### src/design/sidx_pkg.sv
// Shared types and constants for the segment index box parser.
// No dependencies; used by the parser top level and its checker.
package sidx_pkg;

   localparam int unsigned HEADER_BYTES = 12;
   localparam logic [30:0] SIZE_MASK    = 31'h7FFF_FFFF;

   localparam int unsigned CSR_INDEX_WIDTH = 2;

   localparam logic [CSR_INDEX_WIDTH-1:0] CSR_BOX_VERSION      = 2'd0;
   localparam logic [CSR_INDEX_WIDTH-1:0] CSR_PAYLOAD_POSITION = 2'd1;
   localparam logic [CSR_INDEX_WIDTH-1:0] CSR_BOX_SIZE         = 2'd2;

   localparam logic RESULT_HEADER   = 1'b0;
   localparam logic RESULT_FRAGMENT = 1'b1;

   typedef struct packed {
      logic [7:0] data_byte;
      logic       start_of_box;
   } req_payload_type;

   typedef struct packed {
      logic        result_kind;
      logic [31:0] reference_id;
      logic [31:0] timescale;
      logic [63:0] earliest_time;
      logic [15:0] fragment_count;
      logic [15:0] fragment_index;
      logic [63:0] fragment_offset;
      logic [30:0] fragment_size;
      logic [63:0] fragment_start;
      logic [31:0] fragment_duration;
      logic [63:0] total_end_time;
      logic        last;
   } rsp_payload_type;

endpackage

### src/design/segment_index_box_parser.sv
// A byte that completes a result passes from the input register into the result register, which drives rsp_valid.
// Throughput: one byte per cycle; a stalled result holds the next byte in the
// input register, and a further byte is then stalled at the input.
// The absolute offset base is registered from the configuration registers in the cycle after a csr write.
// Synchronous active-high reset returns the parser to waiting for a start byte
// and empties both registers.
module segment_index_box_parser
   import sidx_pkg::*;
(
   input  logic                       clock,
   input  logic                       reset,
   input  logic                       req_valid,
   output logic                       req_stall,
   input  req_payload_type            req_data,
   output logic                       rsp_valid,
   input  logic                       rsp_stall,
   output rsp_payload_type            rsp_data,
   input  logic                       csr_write_enable,
   input  logic [CSR_INDEX_WIDTH-1:0] csr_index,
   input  logic [63:0]                csr_write_data
);

   typedef enum logic [3:0] {
      PH_WAIT, PH_REF, PH_SCALE, PH_EARLY, PH_FIRST, PH_RSV, PH_COUNT,
      PH_ESIZE, PH_EDUR, PH_EFLAGS, PH_DONE
   } phase_type;

   // configuration
   logic        box_version_ff;
   logic [63:0] payload_position_ff;
   logic [31:0] box_size_ff;
   logic [63:0] offset_base_ff;

   // channel registers
   logic            s1_valid_ff, s1_valid_in;
   req_payload_type s1_data_ff;
   logic            rsp_valid_ff, rsp_valid_in;
   rsp_payload_type rsp_data_ff, rsp_data_in;

   // parser state
   phase_type   phase_ff, phase_in;
   logic [2:0]  bif_ff, bif_in;
   logic [63:0] shifter_ff, shifter_in;
   logic [31:0] reference_ff, reference_in;
   logic [31:0] timescale_ff, timescale_in;
   logic [63:0] earliest_ff, earliest_in;
   logic [63:0] run_offset_ff, run_offset_in;
   logic [63:0] run_time_ff, run_time_in;
   logic [15:0] declared_ff, declared_in;
   logic [15:0] counter_ff, counter_in;
   logic [30:0] size_hold_ff, size_hold_in;
   logic [31:0] dur_hold_ff, dur_hold_in;

   logic        out_free, s1_fire, req_accept;
   phase_type   phase_cur;
   logic [2:0]  bif_cur;
   logic [63:0] shifter_cur, shifted, field_value, time_sum;
   logic [15:0] counter_cur;
   logic [3:0]  field_len;
   logic        field_done, fin;

   assign out_free   = !rsp_valid_ff || !rsp_stall;
   assign s1_fire    = s1_valid_ff && out_free;
   assign req_stall  = s1_valid_ff && !out_free;
   assign req_accept = req_valid && !req_stall;
   assign rsp_valid  = rsp_valid_ff;
   assign rsp_data   = rsp_data_ff;

   // a start byte restarts the parse on this very byte
   always_comb begin
      phase_cur   = s1_data_ff.start_of_box ? PH_REF : phase_ff;
      bif_cur     = s1_data_ff.start_of_box ? 3'd0 : bif_ff;
      shifter_cur = s1_data_ff.start_of_box ? 64'd0 : shifter_ff;
      counter_cur = s1_data_ff.start_of_box ? 16'd0 : counter_ff;
      shifted     = {shifter_cur[55:0], s1_data_ff.data_byte};
      case (phase_cur)
         PH_EARLY, PH_FIRST: field_len = box_version_ff ? 4'd8 : 4'd4;
         PH_RSV, PH_COUNT:   field_len = 4'd2;
         default:            field_len = 4'd4;
      endcase
      field_done = ({1'b0, bif_cur} + 4'd1) >= field_len;
      case (field_len)
         4'd8:    field_value = shifted;
         4'd2:    field_value = {48'd0, shifted[15:0]};
         default: field_value = {32'd0, shifted[31:0]};
      endcase
      fin      = ({1'b0, counter_cur} + 17'd1) >= {1'b0, declared_ff};
      time_sum = run_time_ff + {32'd0, dur_hold_ff};
   end

   always_comb begin
      phase_in      = phase_ff;
      bif_in        = bif_ff;
      shifter_in    = shifter_ff;
      reference_in  = reference_ff;
      timescale_in  = timescale_ff;
      earliest_in   = earliest_ff;
      run_offset_in = run_offset_ff;
      run_time_in   = run_time_ff;
      declared_in   = declared_ff;
      counter_in    = counter_ff;
      size_hold_in  = size_hold_ff;
      dur_hold_in   = dur_hold_ff;
      rsp_data_in   = rsp_data_ff;
      rsp_valid_in  = rsp_valid_ff && rsp_stall;
      s1_valid_in   = req_accept || (s1_valid_ff && !s1_fire);

      if (s1_fire) begin
         phase_in   = phase_cur;
         bif_in     = bif_cur;
         shifter_in = shifter_cur;
         counter_in = counter_cur;
         if (phase_cur != PH_WAIT && phase_cur != PH_DONE) begin
            if (!field_done) begin
               shifter_in = shifted;
               bif_in     = bif_cur + 3'd1;
            end else begin
               shifter_in = 64'd0;
               bif_in     = 3'd0;
               unique case (phase_cur)
                  PH_REF: begin
                     reference_in = field_value[31:0];
                     phase_in     = PH_SCALE;
                  end
                  PH_SCALE: begin
                     timescale_in = field_value[31:0];
                     phase_in     = PH_EARLY;
                  end
                  PH_EARLY: begin
                     earliest_in = field_value;
                     run_time_in = field_value;
                     phase_in    = PH_FIRST;
                  end
                  PH_FIRST: begin
                     run_offset_in = field_value + offset_base_ff;
                     phase_in      = PH_RSV;
                  end
                  PH_RSV: begin
                     phase_in = PH_COUNT;
                  end
                  PH_COUNT: begin
                     declared_in  = field_value[15:0];
                     counter_in   = 16'd0;
                     rsp_valid_in = 1'b1;
                     rsp_data_in  = '{
                        result_kind:       RESULT_HEADER,
                        reference_id:      reference_ff,
                        timescale:         timescale_ff,
                        earliest_time:     earliest_ff,
                        fragment_count:    field_value[15:0],
                        fragment_index:    16'd0,
                        fragment_offset:   run_offset_ff,
                        fragment_size:     31'd0,
                        fragment_start:    64'd0,
                        fragment_duration: 32'd0,
                        total_end_time:    run_time_ff,
                        last:              (field_value[15:0] == 16'd0)
                     };
                     phase_in = (field_value[15:0] == 16'd0) ? PH_DONE : PH_ESIZE;
                  end
                  PH_ESIZE: begin
                     size_hold_in = field_value[30:0] & SIZE_MASK;
                     phase_in     = PH_EDUR;
                  end
                  PH_EDUR: begin
                     dur_hold_in = field_value[31:0];
                     phase_in    = PH_EFLAGS;
                  end
                  PH_EFLAGS: begin
                     rsp_valid_in  = 1'b1;
                     rsp_data_in   = '{
                        result_kind:       RESULT_FRAGMENT,
                        reference_id:      reference_ff,
                        timescale:         timescale_ff,
                        earliest_time:     earliest_ff,
                        fragment_count:    declared_ff,
                        fragment_index:    counter_cur,
                        fragment_offset:   run_offset_ff,
                        fragment_size:     size_hold_ff,
                        fragment_start:    run_time_ff,
                        fragment_duration: dur_hold_ff,
                        total_end_time:    time_sum,
                        last:              fin
                     };
                     run_time_in   = time_sum;
                     run_offset_in = run_offset_ff + {33'd0, size_hold_ff};
                     counter_in    = counter_cur + 16'd1;
                     phase_in      = fin ? PH_DONE : PH_ESIZE;
                  end
                  default: begin
                     phase_in = phase_cur;
                  end
               endcase
            end
         end
      end
   end

   always_ff @(posedge clock) begin
      if (reset) begin
         box_version_ff      <= 1'b0;
         payload_position_ff <= 64'd0;
         box_size_ff         <= 32'd0;
         offset_base_ff      <= 64'd0;
         s1_valid_ff         <= 1'b0;
         rsp_valid_ff        <= 1'b0;
         phase_ff            <= PH_WAIT;
         bif_ff              <= 3'd0;
         shifter_ff          <= 64'd0;
         reference_ff        <= 32'd0;
         timescale_ff        <= 32'd0;
         earliest_ff         <= 64'd0;
         run_offset_ff       <= 64'd0;
         run_time_ff         <= 64'd0;
         declared_ff         <= 16'd0;
         counter_ff          <= 16'd0;
         size_hold_ff        <= 31'd0;
         dur_hold_ff         <= 32'd0;
      end else begin
         if (csr_write_enable) begin
            unique case (csr_index)
               CSR_BOX_VERSION:      box_version_ff      <= csr_write_data[0];
               CSR_PAYLOAD_POSITION: payload_position_ff <= csr_write_data;
               CSR_BOX_SIZE:         box_size_ff         <= csr_write_data[31:0];
               default:              box_size_ff         <= box_size_ff;
            endcase
         end
         // end of box relative to the stream, minus the full box header
         offset_base_ff <= payload_position_ff + {32'd0, box_size_ff}
                           - 64'(HEADER_BYTES);
         s1_valid_ff   <= s1_valid_in;
         rsp_valid_ff  <= rsp_valid_in;
         phase_ff      <= phase_in;
         bif_ff        <= bif_in;
         shifter_ff    <= shifter_in;
         reference_ff  <= reference_in;
         timescale_ff  <= timescale_in;
         earliest_ff   <= earliest_in;
         run_offset_ff <= run_offset_in;
         run_time_ff   <= run_time_in;
         declared_ff   <= declared_in;
         counter_ff    <= counter_in;
         size_hold_ff  <= size_hold_in;
         dur_hold_ff   <= dur_hold_in;
      end
   end

   always_ff @(posedge clock) begin
      if (req_accept) begin
         s1_data_ff <= req_data;
      end
      rsp_data_ff <= rsp_data_in;
   end

endmodule

### config.mk
export PLATFORM = sky130hd
export DESIGN_NAME = segment_index_box_parser
export DESIGN_NICKNAME = d
export VERILOG_FILES = /design/src/design/sidx_pkg.sv /design/src/design/segment_index_box_parser.sv
export SDC_FILE = /design/constraint.sdc
export NUM_CORES = 2
export LEC_CHECK = 0
export ABC_AREA = 1
export BUFFER_PORTS_ARGS = -buffer_cell sky130_fd_sc_hd__buf_2
export CAP_MARGIN = 20
export CORE_AREA = 2 2 425 427
export CTS_BUF_LIST = sky130_fd_sc_hd__clkbuf_4
export CTS_CLUSTER_SIZE = 12
export DETAILED_ROUTE_END_ITERATION = 6
export DIE_AREA = 0 0 427 429
export PLACE_DENSITY_LB_ADDON = 0.08
export SYNTH_ARGS = -nofsm -noshare
export SYNTH_HDL_FRONTEND = slang
export SYNTH_SLANG_ARGS = --single-unit
### constraint.sdc
create_clock -name clock -period 30.6 [get_ports clock]
set_input_delay 7.65 -clock clock [delete_from_list [all_inputs] [get_ports clock]]
set_output_delay 7.65 -clock clock [all_outputs]
set_load 0.01 [all_outputs]
==> key figures <==
Die
  • I/O pin count: roughly 500
  • Die ar.: 0.1832 mm2
  • Core area: 0.1780 mm2
  • Num rows: 155
  • Die W: 427 um
  • Die Span Y: 429 um
  • Starting Density: 0.2996

Final layout
  • Final cell count without fillers: 10330
  • Final net count: 8092
  • Most frequent cells in the layout: 1400 x nand2_1, 976 x inv_1, 858 x a21oi_1
  • Layout cells sized above 1: 0.1377
  • Most common cell after layout, fill and taps aside: nand2_1
  • Area grow syn2layout: 16.59%

Setup path
  • Worst-path fanout max: 3
  • CP Launch Type: primary input
  • Worst Path Required: 22950 ps
  • Critical Path Start: rsp_stall
  • R2R Path Start: s1_data_ff[0]
  • FF-to-FF setup slack: 23150 ps
  • R2r worst-path depth: 20
  • Worst Path Class, Setup: in2out
  • RR Endpoint: rsp_data[129]
  • Worst EP arrival: 8140 ps
  • Crit end category: primary output

Placed design
  • Inst Count DP: 9806
  • Routability congestion estimate from global placement: between 0.9 and 1
  • Hpwl dp: 178900 um
  • I/O Buffers: 498

Clock tree
  • Post-cts sizing count: 0
  • CTS H-tree lvls: 5
  • Total CTS buffers: 309
  • CTS max path bufs: 4
  • Clock-pin slew on the worst setup and hold paths: 60 ps
  • Post-CTS Hold Buffers: 0
  • Number of setup buffers added after CTS: 0
  • Clk_lat worst skew: 1370 ps
  • Clk sinks: roughly 1000
  • CTS tree: yes
  • Root Buffer: clkbuf_4

Flow run
  • Max cap viols: 0

Timing
  • Final Cycle Share: 0.5162
  • Relative slew slack: 0.06927
  • Hold Fails Final Rpt: 0
  • Final setup viols: 0
  • Post-route minimum period: 15790 ps
  • Clock Skew: 165.7 ps
  • RSZ-0062 raised after global routing: no
  • Slew Limit Fails: 0
  • Fin Setup TNS: 0 ps
  • Highest clock rate: 63.31 MHz
  • Slew @ Worst Pin: 1396 ps

Logic synthesis
  • Avg Cell Area, Syn: 7.483 um2
  • Syn Std Cell Area: 0.05334 mm2
  • Post-synth top area cell: edfxtp_1
  • Top post-synthesis cells by area: edfxtp_1 24%, dfxtp_1 22%, nand2_1 9.9%, a21oi_1 8.1%, inv_1 6.9%
  • Share of synthesized registers carrying an async set or reset: 0
  • Post-synth EDFFs: 426
  • Seq cells post-synth: around 1000
  • Post-Synthesis Cells: 7128
  • Yosys cell types: 54
  • YS warnings: 0
  • Synth top area share: 0.2398
  • Seq/Total Area, Yosys: 0.4564
  • Main synth FF type: dfxtp_1
  • Syn nets: 7457

Detailed routing
  • Initial DRC Count: approximately 4200
  • Drt drc: 0
  • WL final: 233600 um
  • Vias/cell: 4.941
  • Final ANT Viol Nets: 0
  • Initial DRT Pass Iterations: 5
  • Via Count: 51041
  • WL/cell: 22.61 um

Global route
  • Largest net degree at the start of global routing: 194
  • Total global-route track usage: 0.2481
  • First-pass GRT wire length: roughly 330000 um
  • Vias in the first global route: 48626
  • Grt ovf: 0
  • Initial antenna violation count: 15

Pwr
  • Leakage power: 0.02750 uW
  • VDD IR max: 0.00003986 V
  • Pwr/cell area: a little over 50 mW/mm2

Status
  • Status: finished clean

Min path
  • Worst hold-check path type: reg2reg
  • Min-delay src: earliest_ff[12]
  • Hold depth: 0
  • WHS Endpoint: rsp_data[300]
## metal layers
layer  wire length, um  GRT usage
met5                35          0
met4              6514    0.07833
met3             11450    0.03666
met2            107800     0.4020
met1            107700     0.3379
## sequential cells by signal (all words and copies together), names as in the netlist, 9 cells and up
signal               count
offset_base_ff          64
box_size_ff             32
timescale_ff            32
reference_ff            32
size_hold_ff            31
rsp_data               417
payload_position_ff     64
dur_hold_ff             32
counter_ff              16
shifter_ff              56
s1_data_ff               9
run_time_ff             64
earliest_ff             64
run_offset_ff           64
declared_ff             16
## layout make-up
type	count	area, um2
clock inverters	64	281.5
clock buffers	455	3416
diodes	4	10.01
fillers	19360	115900
well taps	2355	2947
flip-flops and latches	1003	24340
repair buffers	574	3108
inverters	993	3744
multi-input cells	4882	24330
## worst max-delay path, stage by stage
cell and delay (ps):
buf_2 70, nand2_1 80, nor2_1 170, buf_2 160
## cells by family after synthesis
kind of cell | synth area share
and+or+nand+nor | 0.2165
AOI/OAI and AO/OA | 0.1718
buffers and inverters | 0.08839
DFF | 0.4564
adders and majority gates | 0.05898
xor gates and xnor gates | 0.007882
## Yosys cell counts (all sizes together) (3+ instances only)
library cell and number:
nand3 350, or2 17, and2 3, xor2 41, a22oi 5, ha 245
nor4 25, nand4 49, nand3b 21, nand2 1403, o31ai 3, inv 990
a211oi 3, a21boi 7, nor3 85, edfxtp 426, clkinv 3, xnor2 7
clkbuf 196, buf 54, dfxtp 577, a31oi 37, o211ai 25, o21ai 742
o22ai 3, nor2 866, o21a 17, a221oi 9, o21bai 21, fa 4
a21o 20, and3 8, a21oi 860
## power by group
part	internal (uW)	switching, uW	leakage [uW]
registers	1420	34.1	0.00906
logic	130	351	0.0162
clock network	683	606	0.00224
## how the worst max path moves through the flow
stage / to / slack [ps] / depth (start not counted)
after floorplan: rsp_data[0] / 3990 / 4
after global placement: req_stall / 14810 / 4
after detailed placement: req_stall / 14810 / 4
after CTS: req_stall / 14810 / 4
after global routing: req_stall / 14750 / 4
final: req_stall / 14810 / 4
## through the flow
step           hold WS [ps]    util  total power, uW  setup WS [ps]  cell area, um2
2_1_floorplan         403.0       -             1751           3986           53340
3_5_place_dp          410.3  0.3284             1962          14810           58460
3_3_place_gp          409.2  0.3282             1963          14810           58440
6_report              355.7  0.3493             3222          14810           62180
4_1_cts               343.6  0.3491             3277          14810           62160
5_1_grt               366.1  0.3493             3394          14750           62180
(Power assumes the default switching activity.)
